## src/hw/rtl/gfr_pkg.sv

```systemverilog
// ----------------------------------------------------------------------------
// gfr_pkg
// Shared types and constants of the family record parser.
// ----------------------------------------------------------------------------
package gfr_pkg;

    localparam int MAX_OPS_DEF     = 128;
    localparam int MAX_CATALOG_DEF = 96;
    localparam int NAME_BYTES_DEF  = 16;

    localparam logic [15:0] CTRL_TYPE_RST = 16'd16;
    localparam logic [15:0] HDR_BYTES     = 16'd20;
    localparam logic [15:0] POS_MAX       = 16'hffff;
    localparam logic [7:0]  LOW_BYTE      = 8'hff;
    localparam int          OFS_W         = 18;
    localparam int          SLOT_W        = 7;

    localparam logic [13:0] A_FAMILY_ID   = 14'd1;
    localparam logic [13:0] A_FAMILY_NAME = 14'd2;
    localparam logic [13:0] A_VERSION     = 14'd3;
    localparam logic [13:0] A_OPS         = 14'd6;
    localparam logic [13:0] A_OP_ID       = 14'd1;

    typedef enum logic [2:0] {
        PH_HEADER, PH_OUTER, PH_BUCKETS, PH_INNER, PH_DONE
    } t_phase;

    typedef enum logic [2:0] {
        CAP_NONE, CAP_ID, CAP_NAME, CAP_VER, CAP_OP
    } t_cap;

    typedef enum logic [1:0] {
        K_SUMMARY, K_NAME, K_OPS
    } t_kind;

    typedef enum logic [2:0] {
        ST_ACCEPTED, ST_WRONG_TYPE, ST_TOO_SHORT, ST_CATALOG_FULL, ST_MISSING, ST_TRUNCATED
    } t_status;

    typedef enum logic [2:0] {
        BK_IDLE, BK_SUM, BK_NAME, BK_OP_RD, BK_OP_OUT
    } t_back_state;

    // Per-message summary handed from the parser to the emitter.
    typedef struct packed {
        t_status     status;
        logic [15:0] family_id;
        logic [7:0]  version;
        logic [7:0]  op_count;
        logic [6:0]  slot;
        logic        bank;
    } t_sum;

endpackage

```

## src/hw/rtl/gfr_if.sv

```systemverilog
// ----------------------------------------------------------------------------
// gfr_if
// Stream channels of the family record parser: byte input and result output.
// ----------------------------------------------------------------------------
interface gfr_in_if;
    logic       valid;
    logic       ready;
    logic [7:0] data_byte;
    logic       last_byte;

    modport source (output valid, output data_byte, output last_byte, input ready);
    modport sink   (input valid, input data_byte, input last_byte, output ready);
endinterface

interface gfr_out_if;
    logic        valid;
    logic        ready;
    logic [1:0]  kind;
    logic [2:0]  status;
    logic [15:0] family_id;
    logic [7:0]  version;
    logic [7:0]  op_count;
    logic [6:0]  family_slot;
    logic [63:0] data_word;
    logic        last;

    modport source (output valid, output kind, output status, output family_id,
                    output version, output op_count, output family_slot,
                    output data_word, output last, input ready);
    modport sink   (input valid, input kind, input status, input family_id,
                    input version, input op_count, input family_slot,
                    input data_word, input last, output ready);
endinterface

```

## src/hw/rtl/gfr_ram.sv

```systemverilog
// ----------------------------------------------------------------------------
// gfr_ram
// Generic simple dual-port RAM, one write port, one registered read port.
// ----------------------------------------------------------------------------
module gfr_ram #(
    parameter int W     = 64,
    parameter int DEPTH = 32,
    parameter int AW    = $clog2(DEPTH)
) (
    input  logic          i_clk,
    input  logic          i_we,
    input  logic [AW-1:0] i_waddr,
    input  logic [W-1:0]  i_wdata,
    input  logic [AW-1:0] i_raddr,
    output logic [W-1:0]  o_rdata
);

    logic [W-1:0] r_mem [DEPTH];
    logic [W-1:0] r_rdata;

    always_ff @(posedge i_clk) begin
        if (i_we) begin
            r_mem[i_waddr] <= i_wdata;
        end
        r_rdata <= r_mem[i_raddr];
    end

    assign o_rdata = r_rdata;

endmodule

```

## src/hw/rtl/gfr_front.sv

```systemverilog
// ----------------------------------------------------------------------------
// gfr_front
// Byte parser: collects the headers, walks the attributes and captures fields.
// ----------------------------------------------------------------------------
module gfr_front import gfr_pkg::*; #(
    parameter int MAX_OPS     = MAX_OPS_DEF,
    parameter int MAX_CATALOG = MAX_CATALOG_DEF,
    parameter int NAME_BYTES  = NAME_BYTES_DEF,
    parameter int NL_W        = $clog2(NAME_BYTES),
    parameter int AW          = $clog2(2 * ((MAX_OPS + 7) / 8))
) (
    input  logic                    i_clk,
    input  logic                    i_rst_n,
    input  logic [15:0]             i_ctrl_type,
    input  logic                    i_valid,
    input  logic [7:0]              i_byte,
    input  logic                    i_last,
    input  logic                    i_space,
    output logic                    o_ready,
    output logic                    o_push,
    output t_sum                    o_sum,
    output logic [NAME_BYTES*8-1:0] o_name,
    output logic [NL_W-1:0]         o_name_len,
    output logic                    o_we,
    output logic [AW-1:0]           o_waddr,
    output logic [63:0]             o_wdata
);

    localparam int OPW  = (MAX_OPS + 7) / 8;
    localparam int NI_W = $clog2(NAME_BYTES);
    localparam int FC_W = $clog2(MAX_CATALOG + 1);

    logic [15:0]       r_pos, n_pos;
    logic [31:0]       r_decl, n_decl;
    logic [15:0]       r_type, n_type;
    t_phase            r_phase, n_phase;
    logic [OFS_W-1:0]  r_attr_next, n_attr_next;
    logic [OFS_W-1:0]  r_cont_end, n_cont_end;
    logic [OFS_W-1:0]  r_bucket_next, n_bucket_next;
    logic [OFS_W-1:0]  r_bucket_end, n_bucket_end;
    logic [OFS_W-1:0]  r_inner_next, n_inner_next;
    logic [1:0]        r_hdr_cnt, n_hdr_cnt;
    logic [15:0]       r_hdr_start, n_hdr_start;
    logic [23:0]       r_field, n_field;
    t_cap              r_cap, n_cap;
    logic [OFS_W-1:0]  r_cap_start, n_cap_start;
    logic [15:0]       r_id, n_id;
    logic [7:0]        r_ver, n_ver;
    logic [7:0]        r_name [NAME_BYTES];
    logic [7:0]        n_name [NAME_BYTES];
    logic [NL_W-1:0]   r_name_len, n_name_len;
    logic [7:0]        r_op_total, n_op_total;
    logic [63:0]       r_op_word, n_op_word;
    logic              r_bank, n_bank;
    logic [FC_W-1:0]   r_fam_cnt, n_fam_cnt;

    logic accept;

    assign o_ready = i_space;
    assign accept  = i_valid && i_space;

    function automatic logic [OFS_W-1:0] level_next(input t_phase ph);
        case (ph)
            PH_OUTER:   level_next = r_attr_next;
            PH_BUCKETS: level_next = r_bucket_next;
            default:    level_next = r_inner_next;
        endcase
    endfunction

    function automatic logic [31:0] level_limit(input t_phase ph);
        case (ph)
            PH_OUTER:   level_limit = r_decl;
            PH_BUCKETS: level_limit = 32'(r_cont_end);
            default:    level_limit = 32'(r_bucket_end);
        endcase
    endfunction

    function automatic t_phase level_pop(input t_phase ph);
        case (ph)
            PH_OUTER:   level_pop = PH_DONE;
            PH_BUCKETS: level_pop = PH_OUTER;
            PH_INNER:   level_pop = PH_BUCKETS;
            default:    level_pop = ph;
        endcase
    endfunction

    always_comb begin
        t_phase           ph;
        logic             started;
        logic             done;
        logic [15:0]      len;
        logic [13:0]      typ;
        logic [31:0]      room;
        logic [OFS_W-1:0] nxt;
        logic [15:0]      pay;
        logic [OFS_W-1:0] k;
        logic [63:0]      word;
        t_status          st;
        logic             name_empty;

        n_pos = r_pos; n_decl = r_decl; n_type = r_type; n_phase = r_phase;
        n_attr_next = r_attr_next; n_cont_end = r_cont_end;
        n_bucket_next = r_bucket_next; n_bucket_end = r_bucket_end;
        n_inner_next = r_inner_next; n_hdr_cnt = r_hdr_cnt;
        n_hdr_start = r_hdr_start; n_field = r_field; n_cap = r_cap;
        n_cap_start = r_cap_start; n_id = r_id; n_ver = r_ver;
        n_name = r_name; n_name_len = r_name_len; n_op_total = r_op_total;
        n_op_word = r_op_word; n_bank = r_bank; n_fam_cnt = r_fam_cnt;
        o_we = 1'b0; o_waddr = '0; o_wdata = r_op_word;
        o_push = 1'b0; o_sum = '0; o_name = '0; o_name_len = '0;
        ph = r_phase; started = 1'b0; done = 1'b0;
        len = r_field[15:0]; typ = {i_byte[5:0], r_field[23:16]};
        room = '0; nxt = '0; pay = '0; word = '0; st = ST_ACCEPTED;
        name_empty = 1'b0;
        k = OFS_W'(r_pos) - r_cap_start;

        if (accept && r_pos != POS_MAX) begin
            if (r_pos < HDR_BYTES) begin
                if (r_pos < 16'd4) begin
                    n_decl = r_decl | (32'(i_byte) << {r_pos[1:0], 3'b000});
                end else if (r_pos == 16'd4) begin
                    n_type[7:0] = r_type[7:0] | i_byte;
                end else if (r_pos == 16'd5) begin
                    n_type[15:8] = r_type[15:8] | i_byte;
                end else if (r_pos == 16'd17) begin
                    n_ver = i_byte;
                end
                if (r_pos == HDR_BYTES - 16'd1) begin
                    n_phase = PH_OUTER;
                    n_attr_next = OFS_W'(HDR_BYTES);
                end
            end else if (r_hdr_cnt != 2'd0) begin
                if (r_hdr_cnt == 2'd3) begin
                    // Fourth header byte: decode length and type.
                    n_hdr_cnt = 2'd0;
                    room = level_limit(r_phase) - 32'(r_hdr_start);
                    if (len < 16'd4 || 32'(len) > room) begin
                        n_phase = level_pop(r_phase);
                    end else begin
                        nxt = OFS_W'(r_hdr_start) + ((OFS_W'(len) + OFS_W'(3)) & ~OFS_W'(3));
                        pay = len - 16'd4;
                        n_cap_start = OFS_W'(r_hdr_start) + OFS_W'(4);
                        case (r_phase)
                            PH_OUTER: begin
                                n_attr_next = nxt;
                                if (typ == A_FAMILY_ID) begin
                                    if (pay >= 16'd2) n_cap = CAP_ID;
                                end else if (typ == A_FAMILY_NAME) begin
                                    n_name_len = (pay < 16'(NAME_BYTES - 1)) ?
                                        NL_W'(pay) : NL_W'(NAME_BYTES - 1);
                                    n_cap = CAP_NAME;
                                end else if (typ == A_VERSION) begin
                                    if (pay >= 16'd4) n_cap = CAP_VER;
                                end else if (typ == A_OPS) begin
                                    n_cont_end = OFS_W'(r_hdr_start) + OFS_W'(len);
                                    n_bucket_next = OFS_W'(r_hdr_start) + OFS_W'(4);
                                    n_phase = PH_BUCKETS;
                                end
                            end
                            PH_BUCKETS: begin
                                n_bucket_next = nxt;
                                n_bucket_end = OFS_W'(r_hdr_start) + OFS_W'(len);
                                n_inner_next = OFS_W'(r_hdr_start) + OFS_W'(4);
                                n_phase = PH_INNER;
                            end
                            default: begin
                                n_inner_next = nxt;
                                if (typ == A_OP_ID && len >= 16'd8) n_cap = CAP_OP;
                            end
                        endcase
                    end
                end else begin
                    n_field = r_field | (24'(i_byte) << {r_hdr_cnt, 3'b000});
                    n_hdr_cnt = r_hdr_cnt + 2'd1;
                end
            end else begin
                // A failed guard drops one nesting level and the next level is tried.
                for (int it = 0; it < 3; it++) begin
                    if (!done && (ph == PH_OUTER || ph == PH_BUCKETS || ph == PH_INNER)
                        && OFS_W'(r_pos) == level_next(ph)) begin
                        if ((33'(r_pos) + 33'd4 <= 33'(level_limit(ph))) &&
                            !(ph == PH_BUCKETS && 32'(r_op_total) >= 32'(MAX_OPS))) begin
                            started = 1'b1;
                            done = 1'b1;
                        end else begin
                            ph = level_pop(ph);
                        end
                    end else begin
                        done = 1'b1;
                    end
                end
                n_phase = ph;
                if (started) begin
                    n_hdr_cnt = 2'd1;
                    n_hdr_start = r_pos;
                    n_field = 24'(i_byte);
                    n_cap = CAP_NONE;
                end else begin
                    case (r_cap)
                        CAP_ID: begin
                            if (k == '0) begin
                                n_id[7:0] = i_byte;
                            end else if (k == OFS_W'(1)) begin
                                n_id[15:8] = i_byte;
                                n_cap = CAP_NONE;
                            end
                        end
                        CAP_NAME: begin
                            if (k < OFS_W'(r_name_len) && k < OFS_W'(NAME_BYTES)) begin
                                n_name[k[NI_W-1:0]] = i_byte;
                            end else begin
                                n_cap = CAP_NONE;
                            end
                        end
                        CAP_VER: begin
                            if (k == '0) n_ver = i_byte;
                            n_cap = CAP_NONE;
                        end
                        CAP_OP: begin
                            if (k == '0 && 32'(r_op_total) < 32'(MAX_OPS)) begin
                                word = (r_op_total[2:0] == 3'd0) ? 64'd0 : r_op_word;
                                word[{r_op_total[2:0], 3'b000} +: 8] = i_byte & LOW_BYTE;
                                n_op_word = word;
                                o_we = 1'b1;
                                o_wdata = word;
                                o_waddr = r_bank ? AW'(OPW) + AW'(r_op_total[7:3]) :
                                                   AW'(r_op_total[7:3]);
                                n_op_total = r_op_total + 8'd1;
                            end
                            n_cap = CAP_NONE;
                        end
                        default: ;
                    endcase
                end
            end
            n_pos = r_pos + 16'd1;
        end

        if (accept && i_last) begin
            name_empty = (n_name_len == '0) || (n_name[0] == 8'd0);
            if (n_pos < 16'd6)                          st = ST_TRUNCATED;
            else if (n_type != i_ctrl_type)             st = ST_WRONG_TYPE;
            else if (32'(r_fam_cnt) >= 32'(MAX_CATALOG)) st = ST_CATALOG_FULL;
            else if (n_decl < 32'(HDR_BYTES))           st = ST_TOO_SHORT;
            else if (32'(n_pos) < n_decl)               st = ST_TRUNCATED;
            else if (n_id == 16'd0 || name_empty)       st = ST_MISSING;
            else                                        st = ST_ACCEPTED;
            o_push = 1'b1;
            o_sum.status    = st;
            o_sum.family_id = n_id;
            o_sum.version   = n_ver;
            o_sum.op_count  = n_op_total;
            o_sum.slot      = (st == ST_ACCEPTED) ? SLOT_W'(r_fam_cnt) : '0;
            o_sum.bank      = r_bank;
            for (int i = 0; i < NAME_BYTES; i++) begin
                o_name[i*8 +: 8] = n_name[i];
            end
            o_name_len = n_name_len;
            if (st == ST_ACCEPTED) n_fam_cnt = r_fam_cnt + FC_W'(1);
            n_bank = !r_bank;
            n_pos = '0; n_decl = '0; n_type = '0; n_phase = PH_HEADER;
            n_attr_next = '0; n_cont_end = '0; n_bucket_next = '0;
            n_bucket_end = '0; n_inner_next = '0; n_hdr_cnt = '0;
            n_hdr_start = '0; n_field = '0; n_cap = CAP_NONE; n_cap_start = '0;
            n_id = '0; n_ver = '0; n_name_len = '0; n_op_total = '0;
            n_op_word = '0;
            for (int i = 0; i < NAME_BYTES; i++) begin
                n_name[i] = 8'd0;
            end
        end
    end

    always_ff @(posedge i_clk) begin
        if (!i_rst_n) begin
            r_pos <= '0; r_decl <= '0; r_type <= '0; r_phase <= PH_HEADER;
            r_attr_next <= '0; r_cont_end <= '0; r_bucket_next <= '0;
            r_bucket_end <= '0; r_inner_next <= '0; r_hdr_cnt <= '0;
            r_hdr_start <= '0; r_field <= '0; r_cap <= CAP_NONE;
            r_cap_start <= '0; r_id <= '0; r_ver <= '0; r_name_len <= '0;
            r_op_total <= '0; r_op_word <= '0; r_bank <= 1'b0; r_fam_cnt <= '0;
            for (int i = 0; i < NAME_BYTES; i++) begin
                r_name[i] <= 8'd0;
            end
        end else begin
            r_pos <= n_pos; r_decl <= n_decl; r_type <= n_type; r_phase <= n_phase;
            r_attr_next <= n_attr_next; r_cont_end <= n_cont_end;
            r_bucket_next <= n_bucket_next; r_bucket_end <= n_bucket_end;
            r_inner_next <= n_inner_next; r_hdr_cnt <= n_hdr_cnt;
            r_hdr_start <= n_hdr_start; r_field <= n_field; r_cap <= n_cap;
            r_cap_start <= n_cap_start; r_id <= n_id; r_ver <= n_ver;
            r_name_len <= n_name_len; r_op_total <= n_op_total;
            r_op_word <= n_op_word; r_bank <= n_bank; r_fam_cnt <= n_fam_cnt;
            r_name <= n_name;
        end
    end

endmodule

```

## src/hw/rtl/gfr_queue.sv

```systemverilog
// ----------------------------------------------------------------------------
// gfr_queue
// Two-entry queue of finished message summaries between parser and emitter.
// ----------------------------------------------------------------------------
module gfr_queue import gfr_pkg::*; #(
    parameter int NAME_BYTES = NAME_BYTES_DEF,
    parameter int NL_W       = $clog2(NAME_BYTES)
) (
    input  logic                    i_clk,
    input  logic                    i_rst_n,
    input  logic                    i_push,
    input  t_sum                    i_sum,
    input  logic [NAME_BYTES*8-1:0] i_name,
    input  logic [NL_W-1:0]         i_name_len,
    input  logic                    i_pop,
    output logic                    o_space,
    output logic                    o_avail,
    output t_sum                    o_sum,
    output logic [NAME_BYTES*8-1:0] o_name,
    output logic [NL_W-1:0]         o_name_len
);

    t_sum                    r_sum [2];
    logic [NAME_BYTES*8-1:0] r_name [2];
    logic [NL_W-1:0]         r_nlen [2];
    logic                    r_wp, r_rp;
    logic [1:0]              r_cnt;

    assign o_space    = (r_cnt != 2'd2);
    assign o_avail    = (r_cnt != 2'd0);
    assign o_sum      = r_sum[r_rp];
    assign o_name     = r_name[r_rp];
    assign o_name_len = r_nlen[r_rp];

    always_ff @(posedge i_clk) begin
        if (i_push) begin
            r_sum[r_wp]  <= i_sum;
            r_name[r_wp] <= i_name;
            r_nlen[r_wp] <= i_name_len;
        end
    end

    always_ff @(posedge i_clk) begin
        if (!i_rst_n) begin
            r_wp  <= 1'b0;
            r_rp  <= 1'b0;
            r_cnt <= 2'd0;
        end else begin
            if (i_push) r_wp <= !r_wp;
            if (i_pop)  r_rp <= !r_rp;
            r_cnt <= r_cnt + 2'(i_push) - 2'(i_pop);
        end
    end

`ifndef SYNTHESIS
    a_no_overflow: assert property (@(posedge i_clk) disable iff (!i_rst_n)
        i_push |-> (r_cnt != 2'd2 || i_pop))
        else $error("summary pushed into a full queue");
    a_no_underflow: assert property (@(posedge i_clk) disable iff (!i_rst_n)
        i_pop |-> r_cnt != 2'd0)
        else $error("summary popped from an empty queue");
`endif

endmodule

```

## src/hw/rtl/gfr_back.sv

```systemverilog
// ----------------------------------------------------------------------------
// gfr_back
// Result emitter: summary, name words and packed operation words per message.
// ----------------------------------------------------------------------------
module gfr_back import gfr_pkg::*; #(
    parameter int MAX_OPS    = MAX_OPS_DEF,
    parameter int NAME_BYTES = NAME_BYTES_DEF,
    parameter int NL_W       = $clog2(NAME_BYTES),
    parameter int AW         = $clog2(2 * ((MAX_OPS + 7) / 8))
) (
    input  logic                    i_clk,
    input  logic                    i_rst_n,
    input  logic                    i_avail,
    input  t_sum                    i_sum,
    input  logic [NAME_BYTES*8-1:0] i_name,
    input  logic [NL_W-1:0]         i_name_len,
    output logic                    o_pop,
    output logic [AW-1:0]           o_raddr,
    input  logic [63:0]             i_rdata,
    gfr_out_if.source               o_out
);

    localparam int OPW  = (MAX_OPS + 7) / 8;
    localparam int NW   = (NAME_BYTES + 7) / 8;
    localparam int WMAX = (NW > OPW) ? NW : OPW;
    localparam int WI_W = $clog2(WMAX + 1);

    t_back_state     r_state, n_state;
    logic [WI_W-1:0] r_wi, n_wi;
    logic            r_ov;
    t_kind           r_kind;
    t_status         r_status;
    logic [15:0]     r_id;
    logic [7:0]      r_ver, r_opc;
    logic [6:0]      r_slot;
    logic [63:0]     r_word;
    logic            r_last;

    logic            free, load, ld_last;
    t_kind           ld_kind;
    logic [63:0]     ld_word;
    logic [5:0]      op_words;
    logic [NW*64-1:0] name_pad;
    logic [63:0]     name_word;

    assign free     = !r_ov || o_out.ready;
    assign op_words = 6'((9'(i_sum.op_count) + 9'd7) >> 3);
    assign name_pad = (NW*64)'(i_name);
    assign o_raddr  = i_sum.bank ? AW'(OPW) + AW'(r_wi) : AW'(r_wi);

    always_comb begin
        logic [WI_W+3:0] idx;
        name_word = name_pad[r_wi*64 +: 64];
        for (int j = 0; j < 8; j++) begin
            idx = {r_wi, 3'b000} + (WI_W+4)'(j);
            if (idx >= (WI_W+4)'(i_name_len)) name_word[j*8 +: 8] = 8'd0;
        end
    end

    always_comb begin
        n_state = r_state;
        n_wi    = r_wi;
        load    = 1'b0;
        ld_kind = K_SUMMARY;
        ld_word = 64'd0;
        ld_last = 1'b0;
        o_pop   = 1'b0;
        case (r_state)
            BK_IDLE: begin
                if (i_avail) n_state = BK_SUM;
            end
            BK_SUM: begin
                if (free) begin
                    load    = 1'b1;
                    ld_last = (i_sum.status != ST_ACCEPTED);
                    n_wi    = '0;
                    if (i_sum.status != ST_ACCEPTED) begin
                        o_pop   = 1'b1;
                        n_state = BK_IDLE;
                    end else begin
                        n_state = BK_NAME;
                    end
                end
            end
            BK_NAME: begin
                if (free) begin
                    load    = 1'b1;
                    ld_kind = K_NAME;
                    ld_word = name_word;
                    ld_last = (op_words == 6'd0) && (r_wi == WI_W'(NW - 1));
                    if (r_wi == WI_W'(NW - 1)) begin
                        n_wi = '0;
                        if (op_words == 6'd0) begin
                            o_pop   = 1'b1;
                            n_state = BK_IDLE;
                        end else begin
                            n_state = BK_OP_RD;
                        end
                    end else begin
                        n_wi = r_wi + WI_W'(1);
                    end
                end
            end
            BK_OP_RD: begin
                // The read address has been presented; data arrives next cycle.
                n_state = BK_OP_OUT;
            end
            BK_OP_OUT: begin
                if (free) begin
                    load    = 1'b1;
                    ld_kind = K_OPS;
                    ld_word = i_rdata;
                    ld_last = (6'(r_wi) + 6'd1 == op_words);
                    if (ld_last) begin
                        o_pop   = 1'b1;
                        n_state = BK_IDLE;
                    end else begin
                        n_wi    = r_wi + WI_W'(1);
                        n_state = BK_OP_RD;
                    end
                end
            end
            default: n_state = BK_IDLE;
        endcase
    end

    always_ff @(posedge i_clk) begin
        if (!i_rst_n) begin
            r_state <= BK_IDLE;
            r_wi    <= '0;
            r_ov    <= 1'b0;
        end else begin
            r_state <= n_state;
            r_wi    <= n_wi;
            if (load) begin
                r_ov <= 1'b1;
            end else if (o_out.ready) begin
                r_ov <= 1'b0;
            end
        end
    end

    always_ff @(posedge i_clk) begin
        if (load) begin
            r_kind   <= ld_kind;
            r_status <= i_sum.status;
            r_id     <= i_sum.family_id;
            r_ver    <= i_sum.version;
            r_opc    <= i_sum.op_count;
            r_slot   <= i_sum.slot;
            r_word   <= ld_word;
            r_last   <= ld_last;
        end
    end

    assign o_out.valid       = r_ov;
    assign o_out.kind        = r_kind;
    assign o_out.status      = r_status;
    assign o_out.family_id   = r_id;
    assign o_out.version     = r_ver;
    assign o_out.op_count    = r_opc;
    assign o_out.family_slot = r_slot;
    assign o_out.data_word   = r_word;
    assign o_out.last        = r_last;

`ifndef SYNTHESIS
    a_busy_has_job: assert property (@(posedge i_clk) disable iff (!i_rst_n)
        r_state != BK_IDLE |-> i_avail)
        else $error("emitter busy without a queued summary");
    a_words_only_accepted: assert property (@(posedge i_clk) disable iff (!i_rst_n)
        (r_ov && r_kind != K_SUMMARY) |-> r_status == ST_ACCEPTED)
        else $error("data word emitted for a rejected message");
    a_reject_is_last: assert property (@(posedge i_clk) disable iff (!i_rst_n)
        (r_ov && r_kind == K_SUMMARY && r_status != ST_ACCEPTED) |-> r_last)
        else $error("rejected summary not marked last");
`endif

endmodule

```

## src/hw/rtl/genl_family_record_parser.sv

```systemverilog
// ----------------------------------------------------------------------------
// genl_family_record_parser
// Parses a family-description message byte by byte and emits its records.
// ----------------------------------------------------------------------------
// Channel   Dir  Carries                                         Handshake
// i_in      in   data_byte, last_byte                            valid/ready
// o_out     out  kind, status, family_id, version, op_count,
//                family_slot, data_word, last                    valid/ready
// i_cfg_*   in   controller type (16 bits)                       write enable
//
// One byte is taken per cycle while fewer than two finished messages wait in
// the summary queue; the parser itself keeps no bubble between bytes.
// An accepted message gives 1 summary, (NAME_BYTES+7)/8 name words and one
// word per eight operation ids; each op word has a RAM read state before output.
// Reset is synchronous and active low; it clears the walk state, the family
// count, the queue and the output register. Output stalls back up into the
// queue, and the input stalls only once the queue is full.
module genl_family_record_parser import gfr_pkg::*; #(
    parameter int MAX_OPS     = MAX_OPS_DEF,
    parameter int MAX_CATALOG = MAX_CATALOG_DEF,
    parameter int NAME_BYTES  = NAME_BYTES_DEF
) (
    input  logic        i_clk,
    input  logic        i_rst_n,
    input  logic        i_cfg_we,
    input  logic [15:0] i_cfg_data,
    gfr_in_if.sink      i_in,
    gfr_out_if.source   o_out
);

    localparam int OPW  = (MAX_OPS + 7) / 8;
    localparam int AW   = $clog2(2 * OPW);
    localparam int NL_W = $clog2(NAME_BYTES);

    logic [15:0]             r_ctrl_type;
    logic                    space, push, pop, avail, we;
    t_sum                    f_sum, q_sum;
    logic [NAME_BYTES*8-1:0] f_name, q_name;
    logic [NL_W-1:0]         f_nlen, q_nlen;
    logic [AW-1:0]           waddr, raddr;
    logic [63:0]             wdata, rdata;

    always_ff @(posedge i_clk) begin
        if (!i_rst_n) begin
            r_ctrl_type <= CTRL_TYPE_RST;
        end else if (i_cfg_we) begin
            r_ctrl_type <= i_cfg_data;
        end
    end

    gfr_front #(
        .MAX_OPS(MAX_OPS), .MAX_CATALOG(MAX_CATALOG), .NAME_BYTES(NAME_BYTES),
        .NL_W(NL_W), .AW(AW)
    ) u_front (
        .i_clk(i_clk), .i_rst_n(i_rst_n), .i_ctrl_type(r_ctrl_type),
        .i_valid(i_in.valid), .i_byte(i_in.data_byte), .i_last(i_in.last_byte),
        .i_space(space), .o_ready(i_in.ready), .o_push(push), .o_sum(f_sum),
        .o_name(f_name), .o_name_len(f_nlen), .o_we(we), .o_waddr(waddr),
        .o_wdata(wdata)
    );

    gfr_queue #(.NAME_BYTES(NAME_BYTES), .NL_W(NL_W)) u_queue (
        .i_clk(i_clk), .i_rst_n(i_rst_n), .i_push(push), .i_sum(f_sum),
        .i_name(f_name), .i_name_len(f_nlen), .i_pop(pop), .o_space(space),
        .o_avail(avail), .o_sum(q_sum), .o_name(q_name), .o_name_len(q_nlen)
    );

    gfr_ram #(.W(64), .DEPTH(2 * OPW), .AW(AW)) u_op_ram (
        .i_clk(i_clk), .i_we(we), .i_waddr(waddr), .i_wdata(wdata),
        .i_raddr(raddr), .o_rdata(rdata)
    );

    gfr_back #(
        .MAX_OPS(MAX_OPS), .NAME_BYTES(NAME_BYTES), .NL_W(NL_W), .AW(AW)
    ) u_back (
        .i_clk(i_clk), .i_rst_n(i_rst_n), .i_avail(avail), .i_sum(q_sum),
        .i_name(q_name), .i_name_len(q_nlen), .o_pop(pop), .o_raddr(raddr),
        .i_rdata(rdata), .o_out(o_out)
    );

endmodule
```

## src/flat_wrapper.sv

```systemverilog
// flat-port wrapper written by rule: the top's interface ports become plain ports
module genl_family_record_parser_flat import gfr_pkg::*;
#(
    parameter int MAX_OPS     = MAX_OPS_DEF,
    parameter int MAX_CATALOG = MAX_CATALOG_DEF,
    parameter int NAME_BYTES  = NAME_BYTES_DEF
)
  (i_clk, i_rst_n, i_cfg_we, i_cfg_data, i_in_valid, i_in_data_byte, i_in_last_byte, i_in_ready, o_out_valid, o_out_kind, o_out_status, o_out_family_id, o_out_version, o_out_op_count, o_out_family_slot, o_out_data_word, o_out_last, o_out_ready);
  gfr_in_if i_in_i ();
  gfr_out_if o_out_i ();
  input  logic i_clk;
  input  logic i_rst_n;
  input  logic i_cfg_we;
  input  logic [15:0] i_cfg_data;
  input wire logic [$bits(i_in_i.valid)-1:0] i_in_valid;
  input wire logic [$bits(i_in_i.data_byte)-1:0] i_in_data_byte;
  input wire logic [$bits(i_in_i.last_byte)-1:0] i_in_last_byte;
  output wire logic [$bits(i_in_i.ready)-1:0] i_in_ready;
  output wire logic [$bits(o_out_i.valid)-1:0] o_out_valid;
  output wire logic [$bits(o_out_i.kind)-1:0] o_out_kind;
  output wire logic [$bits(o_out_i.status)-1:0] o_out_status;
  output wire logic [$bits(o_out_i.family_id)-1:0] o_out_family_id;
  output wire logic [$bits(o_out_i.version)-1:0] o_out_version;
  output wire logic [$bits(o_out_i.op_count)-1:0] o_out_op_count;
  output wire logic [$bits(o_out_i.family_slot)-1:0] o_out_family_slot;
  output wire logic [$bits(o_out_i.data_word)-1:0] o_out_data_word;
  output wire logic [$bits(o_out_i.last)-1:0] o_out_last;
  input wire logic [$bits(o_out_i.ready)-1:0] o_out_ready;
  assign i_in_i.valid = i_in_valid;
  assign i_in_i.data_byte = i_in_data_byte;
  assign i_in_i.last_byte = i_in_last_byte;
  assign i_in_ready = i_in_i.ready;
  assign o_out_valid = o_out_i.valid;
  assign o_out_kind = o_out_i.kind;
  assign o_out_status = o_out_i.status;
  assign o_out_family_id = o_out_i.family_id;
  assign o_out_version = o_out_i.version;
  assign o_out_op_count = o_out_i.op_count;
  assign o_out_family_slot = o_out_i.family_slot;
  assign o_out_data_word = o_out_i.data_word;
  assign o_out_last = o_out_i.last;
  assign o_out_i.ready = o_out_ready;
  genl_family_record_parser #(.MAX_OPS(MAX_OPS), .MAX_CATALOG(MAX_CATALOG), .NAME_BYTES(NAME_BYTES)) u_core (.i_clk(i_clk), .i_rst_n(i_rst_n), .i_cfg_we(i_cfg_we), .i_cfg_data(i_cfg_data), .i_in(i_in_i), .o_out(o_out_i));
endmodule
```

## config.mk

```make
export PLATFORM = sky130hd
export DESIGN_NAME = genl_family_record_parser_flat
export DESIGN_NICKNAME = d
export VERILOG_FILES = /design/src/hw/rtl/gfr_pkg.sv /design/src/hw/rtl/gfr_if.sv /design/src/hw/rtl/gfr_ram.sv /design/src/hw/rtl/gfr_front.sv /design/src/hw/rtl/gfr_queue.sv /design/src/hw/rtl/gfr_back.sv /design/src/hw/rtl/genl_family_record_parser.sv /design/src/flat_wrapper.sv
export SDC_FILE = /design/constraint.sdc
export NUM_CORES = 2
export LEC_CHECK = 0
export BUFFER_PORTS_ARGS = -buffer_cell sky130_fd_sc_hd__buf_4
export CAP_MARGIN = 25
export CORE_MARGIN = 2
export CORE_UTILIZATION = 57
export DETAILED_ROUTE_END_ITERATION = 10
export PLACE_DENSITY = 0.76
export SLEW_MARGIN = 20
export SYNTH_ARGS = -nofsm -noshare
export SYNTH_HDL_FRONTEND = slang
export SYNTH_SLANG_ARGS = --single-unit
```

## constraint.sdc

```tcl
create_clock -name i_clk -period 14.3 [get_ports i_clk]
set_input_delay 4.29 -clock i_clk [delete_from_list [all_inputs] [get_ports i_clk]]
set_output_delay 4.29 -clock i_clk [all_outputs]
set_load 0.03 [all_outputs]
```

Word level (Yosys, flattened, before mapping)

Memory sizes are Yosys's and may differ from the RTL's. A register that Yosys moved wholly into a read port is not among the register bits.
Cells that the tools add are included.

Shifts and indexed selects: 5
Reductions and logical operators: 74
Order comparisons: 29
Divide/modulo/power cells: 0
Bitwise gates (word level): 13
Eq/ne operators: 64
Add/sub/neg operators: 27
Multipliers: 0
Mux-type cells: 248

Operators with widths:

| operator                                              | number |
|---|---|
| two-way mux 128 bit                                   | 7 |
| two-way mux 32 bit                                    | 19 |
| two-way mux 64 bit                                    | 9 |
| two-way mux 18 bit                                    | 19 |
| two-way mux 8 bit                                     | 31 |
| case mux 32 bit (2 select lines)                      | 3 |
| case mux 18 bit (2 select lines)                      | 5 |
| two-way mux 16 bit                                    | 9 |
| two-way mux 3 bit                                     | 46 |
| bitwise mux 128 bit                                   | 1 |
| case mux 64 bit (2 select lines)                      | 1 |
| indexed part select 128 x 12 -> 64 bit                | 1 |
| two-way mux 24 bit                                    | 3 |
| less-or-equal comparator 33 x 32 -> 1 bit             | 2 |
| two-way mux 5 bit                                     | 13 |
| bitwise mux 64 bit                                    | 1 |
| variable shift 8 x 8 -> 64 bit (first input constant) | 1 |
| indexed part select 8 x 8 -> 64 bit                   | 1 |
| >= comparator 9 x 4 -> 1 bit                          | 7 |
| == test 16 x 18 -> 1 bit                              | 3 |
| two-way mux 1 bit                                     | 50 |
| < comparator 16 x 3 -> 1 bit (second input constant)  | 3 |
| adder 8 x 3 -> 9 bit (second input constant)          | 5 |
| two-way mux 43 bit                                    | 1 |
| 96 further kinds                                      | 219 |

RAM bits: 2,398
Word-level logic and storage cells: 516
Register bits after elaboration: 594
Input bits: 30
Latch bits: 0
ROM bits: 0
Memories kept: 4
Output and inout port bits: 111

Memory list:

| name                  | words | width | read ports | clocked after Yosys merged registers in | write ports | line            | text |
|---|---|---|---|---|---|---|---|
| u_core.u_op_ram.r_mem | 32    | 64    | 1          | 1                                       | 1           | gfr_ram.sv:18   | `logic [W-1:0] r_mem [DEPTH];` |
| u_core.u_queue.r_name | 2     | 128   | 1          | 1                                       | 1           | gfr_queue.sv:24 | `logic [NAME_BYTES*8-1:0] r_name [2];` |
| u_core.u_queue.r_sum  | 2     | 43    | 1          | 1                                       | 1           | gfr_queue.sv:23 | `t_sum r_sum [2];` |
| u_core.u_queue.r_nlen | 2     | 4     | 1          | 1                                       | 1           | gfr_queue.sv:25 | `logic [NL_W-1:0] r_nlen [2];` |

Logic depth before layout (Yosys ltp)

Depth after elaboration: 71
Gate-level depth with buffers: 63
Mapped depth without buffers: 53

Hierarchy

Synthesis repeated with hierarchy kept, for this count alone.

Cell total of the unflattened synthesis: 7,945
Area, all modules: 127,287.1 µm²

By module, submodules not included:

| module                    | instances | cells an instance | seq. area each (µm²) | area each (µm²) |
|---|---|---|---|---|
| gfr_ram                   | 1         | 3,097             | 62,780.2             | 78,967.0 |
| gfr_front                 | 1         | 3,764             | 9,068.7              | 29,219.3 |
| gfr_queue                 | 1         | 565               | 10,610.2             | 12,877.4 |
| gfr_back                  | 1         | 468               | 3,453.3              | 5,610.4 |
| genl_family_record_parser | 1         | 51                | 320.3                | 613.1 |

Worst setup path before layout

No wires, ideal clock.

Kind: reg2reg
Start: reg u_core.u_front.r_phase[1]
End: mem u_core.u_op_ram.r_mem[12][0] (enable)
Arrival: 14,816 ps
Stages on the path, launching flop included: 63
Buffers on the path: 14
Library setup time: 565 ps
Setup slack: -1,081 ps
Required time: 13,735 ps
Clock period less this slack: 15,381 ps
Cell sequence: dfxtp_1 -> buf_4 -> or3b_1 -> buf_2 -> clkbuf_1 -> clkbuf_1 -> clkbuf_1 -> and3_1 -> a221o_1 -> inv_1 -> ha_1 -> nand4_1 -> a211oi_1 -> o21ai_0 -> a21oi_1 -> a2bb2oi_1 -> clkbuf_1 -> nand4_1 -> (+27 left out) -> nor2b_1 -> o21ai_0 -> nand2b_1 -> a21oi_1 -> nor2b_1 -> o21ai_0 -> nand2_1 -> a21o_1 -> a32oi_1 -> nand3_1 -> or4_1 -> buf_2 -> and3_1 -> clkbuf_1 -> clkbuf_1 -> buf_2 -> nand2_1 -> nor3_1

Word-level cells in the longest chain between the ends: 45
Elaborated cells on any way between the ends: 104
Classes of those cells: order compare: 3; eq/ne: 12; mux: 67; reduce/logical: 22

RTL lines:

| what                                                                    | line             | text |
|---|---|---|
| start, declared                                                         | gfr_front.sv:36  | `t_phase r_phase, n_phase;` |
| start signal, assigned                                                  | gfr_front.sv:285 | `r_pos <= n_pos; r_decl <= n_decl; r_type <= n_type; r_phase <= n_phase;` |
| == test 3 x 2 -> 1 bit / == test 3 x 1 -> 1 bit (equally long branches) | n/a              |  |
| case mux 32 bit (2 select lines)                                        | gfr_front.sv:71  | `case (ph)` |
| two-way mux 32 bit                                                      | gfr_front.sv:179 | `if (!done && (ph == PH_OUTER \|\| ph == PH_BUCKETS \|\| ph == PH_INNER)` |
| two-way mux 32 bit                                                      | gfr_front.sv:132 | `end else if (r_hdr_cnt != 2'd0) begin` |
| two-way mux 32 bit                                                      | gfr_front.sv:118 | `if (r_pos < HDR_BYTES) begin` |
| two-way mux 32 bit                                                      | gfr_front.sv:117 | `if (accept && r_pos != POS_MAX) begin` |
| less-or-equal comparator 33 x 32 -> 1 bit                               | gfr_front.sv:181 | `if ((33'(r_pos) + 33'd4 <= 33'(level_limit(ph))) &&` |
| logical AND 1 bit                                                       | gfr_front.sv:181 |  |
| (+29 left out)                                                          | n/a              |  |
| two-way mux 1 bit (*)                                                   | gfr_front.sv:118 |  |
| two-way mux 1 bit (*)                                                   | gfr_front.sv:117 |  |
| two-way mux 1 bit                                                       | gfr_front.sv:193 | `if (started) begin` |
| two-way mux 1 bit                                                       | gfr_front.sv:132 |  |
| two-way mux 1 bit                                                       | gfr_front.sv:118 |  |
| two-way mux 1 bit                                                       | gfr_front.sv:117 |  |
| two-way mux 1 bit                                                       | gfr_ram.sv:22    | `if (i_we) begin` |
| two-way mux 1 bit (not written as such)                                 | gfr_ram.sv:23    | `r_mem[i_waddr] <= i_wdata;` |
| end, declared                                                           | gfr_ram.sv:18    |  |

Every way passes the cells marked *; elsewhere a longest branch is shown, timed or not. The select of a mux whose other input is x is not followed.

Final worst setup path

Start: reg u_core.u_front.r_pos[3]
End: mem u_core.u_op_ram.r_mem[29][53] (data pin)

Word-level cells in the longest chain between the ends: 38
Elaborated cells on any way between the ends: 90
Classes of those cells: add/sub: 2; order compare: 4; eq/ne: 10; mux: 53; reduce/logical: 21

RTL lines:

| what                                      | line             | text |
|---|---|---|
| start, declared                           | gfr_front.sv:33  | `logic [15:0] r_pos, n_pos;` |
| start signal, assigned                    | gfr_front.sv:285 |  |
| adder 16 x 3 -> 17 bit                    | gfr_front.sv:181 |  |
| less-or-equal comparator 33 x 32 -> 1 bit | gfr_front.sv:181 |  |
| logical AND 1 bit                         | gfr_front.sv:181 |  |
| two-way mux 3 bit                         | gfr_front.sv:181 |  |
| two-way mux 3 bit                         | gfr_front.sv:179 |  |
| two-way mux 3 bit                         | gfr_front.sv:132 |  |
| two-way mux 3 bit                         | gfr_front.sv:118 |  |
| two-way mux 3 bit                         | gfr_front.sv:117 |  |
| (+22 left out)                            | n/a              |  |
| two-way mux 1 bit                         | gfr_front.sv:179 |  |
| two-way mux 1 bit                         | gfr_front.sv:132 |  |
| two-way mux 1 bit                         | gfr_front.sv:118 |  |
| two-way mux 1 bit                         | gfr_front.sv:117 |  |
| two-way mux 64 bit                        | gfr_front.sv:193 |  |
| two-way mux 64 bit (2 in a row)           | n/a              |  |
| two-way mux 64 bit (*)                    | gfr_front.sv:117 |  |
| via u_core.u_front.o_wdata[53]            | gfr_front.sv:26  | `output logic [63:0] o_wdata` |

The timed path passes the listed nets; every way through them passes the cells marked *. The select of a mux whose other input is x is not followed.

==> metrics.log <==
INFO  metric end_kind = register
INFO  metric synth_seq_cells = 3054
INFO  metric overflow = 0
INFO  metric max_slew_violation_total_from_the_final_report = 0
INFO  metric syn_avg_cell_area = 16.5 sq um
INFO  metric post-route-min-period = 12.75 ns
INFO  metric yosysMostFrequentCell = sky130_fd_sc_hd__edfxtp_1
INFO  metric r2r-start = u_core.u_front.r_pos[3]
INFO  metric share_of_final_layout_standard_cells_stronger_than_drive_strength_1 = 24.2%
INFO  metric tritoncts_buffer_count = 315
INFO  metric tritoncts = built
INFO  metric crit_fanout = 32
INFO  metric vias = 76500
INFO  metric dp_hpwl = 225000 um
INFO  metric cts.sink_count = 3054
INFO  metric synth_nets = 7787
INFO  metric gp_congestion = 0.987
INFO  metric critical_path_class = register to register
INFO  metric layoutNonFillerInstCount = 11200
INFO  metric cp_data_arrival_time = 13.54 ns
INFO  metric buffer_type_at_the_clock_tree_root = sky130_fd_sc_hd__clkbuf_16
INFO  metric min_path_cells = 2
INFO  metric clock_pin_slew_on_the_worst_setup_and_hold_paths = 0.06 ns
INFO  metric initial_utilization = 57.2%
INFO  metric design.core.area = 0.219 sq mm
INFO  metric ant_nets = 0
INFO  metric design.portCount = 141
INFO  metric clock_tree_buffer_depth = 4
INFO  metric synth_edf_count = 2507
INFO  metric globalRouteTotalUtil = 34.1%
INFO  metric timing.final.hold_violations = 0
INFO  metric setup.reg_to_reg.worst_slack = 1.55 ns
INFO  metric drt_wl_total = 382000 um
INFO  metric cts.hold.buffers_added = 0
INFO  metric numPlacedInstances = 10600
INFO  metric routed_via_density = 6.84
INFO  metric synth_top_area_share = 60.1%
INFO  metric dpl_cell_area = 0.135 sq mm
INFO  metric drt_drc_violations_left = 0
INFO  metric maximum_ir_drop_on_the_vdd_rail = 0.000126 V
INFO  metric min_path_type = register to register
INFO  metric static-leakage-power = 46.3 nW
INFO  metric required = 15.09 ns
INFO  metric netlist_top_cells_count = sky130_fd_sc_hd__edfxtp_1, sky130_fd_sc_hd__nor2_1, sky130_fd_sc_hd__mux4_2
INFO  metric synth_sequential_area_ratio = 68.8%
INFO  metric outcome = finished clean
INFO  metric rows = 172
INFO  metric post-cts-setup-buffers = 0
INFO  metric worst_slew_margin_rel = 21.6%
INFO  metric first_iter_violations = 11100
INFO  metric fin_skew = 0.124 ns
INFO  metric whs = 0.466 ns
INFO  metric die_w = 473 um
INFO  metric vias_in_the_first_global_route = 75700
INFO  metric worst_r2r_endpoint = u_core.u_op_ram.r_mem[29][53]
INFO  metric max_freq = 78.4 MHz
INFO  metric finalCritPeriodShare = 89.2%
INFO  metric worst_slew_pin_slew = 1.18 ns
INFO  metric die_h = 473 um
INFO  metric die_area = 0.224 sq mm
INFO  metric grt_start_max_net_pins = 176
INFO  metric firstDrtPassIters = 6
INFO  metric synthArstFlopShare = 0%
INFO  metric critPathLaunchType = register
INFO  metric power_density_relative_to_cell_area = 137 mW/mm^2
INFO  metric syn-instance-count = 7578
INFO  metric finalInstanceArea = 0.145 sq mm
INFO  metric areaGrowthSynthToFinish = 15.7%
INFO  metric worst_skew_pair.late_latency = 1.00 ns
INFO  metric cap_violations = 0
INFO  metric timing.critical_path.slowest_stage_cell = sky130_fd_sc_hd__dfxtp_1
INFO  metric finish.utilization = 66.1%
INFO  metric worst_stage_delay_on_the_critical_path = 0.67 ns
INFO  metric synth_flop_cell = sky130_fd_sc_hd__edfxtp_1
INFO  metric ys_types = 101
INFO  metric hold_path_end = u_core.u_front.r_op_word[1]
INFO  metric htree_num_levels = 5
INFO  metric min-delay-start = u_core.u_front.r_op_word[1]
INFO  metric grt_first_pass_wirelength = 545000 um
INFO  metric numPortBuffers = 140
INFO  metric ctsResizeCount = 0
INFO  metric antenna_found_initial = 30
INFO  metric reg2reg_depth = 56
INFO  metric grt_setup_unrepaired = no
INFO  metric summed_instance_area_of_the_synthesized_netlist = 0.125 sq mm
INFO  metric synth_top_area_cell = sky130_fd_sc_hd__edfxtp_1
INFO  metric synthTopCellsByArea = sky130_fd_sc_hd__edfxtp_1, sky130_fd_sc_hd__mux4_2, sky130_fd_sc_hd__dfxtp_1
INFO  metric finalSetupTns = 0 ns
INFO  metric setup_viol = 0
INFO  metric final_nets = 8282
INFO  metric synth.yosys.warnings = 0
INFO  metric post_drt_wl_per_cell = 34.2 um
## worst max path at each step
stage	end	slack, ns	cells past startpoint	startpoint
CTS	u_core.u_op_ram.r_mem[0][50]	1.88	55	u_core.u_front.r_pos[3]
global route	u_core.u_op_ram.r_mem[5][53]	1.06	57	u_core.u_front.r_pos[3]
finish	u_core.u_op_ram.r_mem[29][53]	1.55	56	u_core.u_front.r_pos[3]
floorplan	u_core.u_op_ram.r_mem[11][0]	-0.92	61	u_core.u_front.r_phase[1]
detailed placement	u_core.u_op_ram.r_mem[11][49]	1.97	55	u_core.u_front.r_pos[3]
global placement	u_core.u_op_ram.r_mem[29][62]	1.89	56	u_core.u_front.r_pos[3]
## worst max-delay path, delay by kind of cell, from the launching register on
family / cells / cell delay [ns]
flops: 1 / 0.67
mux: 1 / 0.21
simple gates: 15 / 2.66
xor+xnor: 2 / 0.59
compound gates: 25 / 5.34
fa+ha+maj: 4 / 1.25
buf+inv: 9 / 1.81
## logic make-up (layout without fill, tap and decap cells)
kind of cell,after synthesis,after routing,synth area share (%)
DFF,3054,3054,68.8
and+or+nand+nor,1616,1616,6.06
muxes,1060,1060,15.6
AOI/OAI and AO/OA,886,886,4.67
buffers and inverters,633,1357,1.94
adders and majority gates,179,179,1.81
xor gates and xnor gates,150,150,1.05
other,0,12,0
## power by group
part | total (mW) | internal [mW] | switching [mW] | leakage, nW
Clock | 8.15 | 4.78 | 3.37 | 4.93
Combinational | 1.69 | 0.577 | 1.11 | 14.8
Sequential | 9.95 | 9.79 | 0.157 | 26.6
## layout by cell type, fill, tap and decap left out, types with 44 or more instances in the layout
master / instances
sky130_fd_sc_hd__edfxtp_1: 2507
sky130_fd_sc_hd__xnor2_1: 120
sky130_fd_sc_hd__mux2i_1: 243
sky130_fd_sc_hd__clkbuf_1: 64
sky130_fd_sc_hd__mux2_2: 112
sky130_fd_sc_hd__a211oi_1: 46
sky130_fd_sc_hd__and2_1: 48
sky130_fd_sc_hd__nor2_1: 723
sky130_fd_sc_hd__nand3_1: 95
sky130_fd_sc_hd__nor3_1: 69
sky130_fd_sc_hd__nand4_1: 59
sky130_fd_sc_hd__nand2b_1: 44
sky130_fd_sc_hd__a21oi_1: 322
sky130_fd_sc_hd__nor2b_1: 54
sky130_fd_sc_hd__clkinv_1: 44
sky130_fd_sc_hd__buf_4: 422
sky130_fd_sc_hd__ha_1: 174
sky130_fd_sc_hd__nand2_1: 261
sky130_fd_sc_hd__mux4_2: 704
sky130_fd_sc_hd__clkbuf_16: 319
sky130_fd_sc_hd__and3_1: 50
sky130_fd_sc_hd__o21ai_0: 133
sky130_fd_sc_hd__inv_1: 186
sky130_fd_sc_hd__buf_12: 195
sky130_fd_sc_hd__dfxtp_1: 542
## cell type report
| cell class | instances | area (sq um) |
|---|---|---|
| flip-flops and latches | 3054 | 86300 |
| fillers | 13800 | 74200 |
| multi-input cells | 3891 | 37100 |
| clock buffers | 413 | 8640 |
| repair buffers | 619 | 7110 |
| well taps | 2871 | 3590 |
| clock inverters | 133 | 1450 |
| inverters | 192 | 723 |
| diodes | 12 | 30.0 |
## per-stage QoR
stage	worst slack (ns)	total power [mW]
detailed placement	1.97	11.8
global placement	1.89	11.8
floorplan	-0.918	11.2
finish	1.55	19.8
global route	1.06	20.2
CTS	1.88	19.8
## flip-flops by register name, indices dropped and copies added (netlist names), 24 cells and up, named ones only
name                           flops
u_core.u_op_ram.r_mem           2048
u_core.u_front.r_decl             32
u_core.u_queue.r_sum              86
u_core.u_op_ram.o_rdata           64
u_core.u_queue.r_name            256
u_core.u_back.o_out.data_word     64
u_core.u_front.r_name            128
u_core.u_front.r_op_word          64
u_core.u_front.r_field            24
## metal layers
layer  GRT usage [%]  wire length [um]  part of all wire [%]  vias to the layer above
li1                -                 -                     -                    30700
met1            45.2            139000                    36                    39000
met2            53.5            179000                    47                     5595
met3            9.13             46000                    12                     1098
met4            14.6             18600                   4.9                       32
met5               0               229                 0.060                        -
Note: power is estimated with default switching activity, not from simulation.
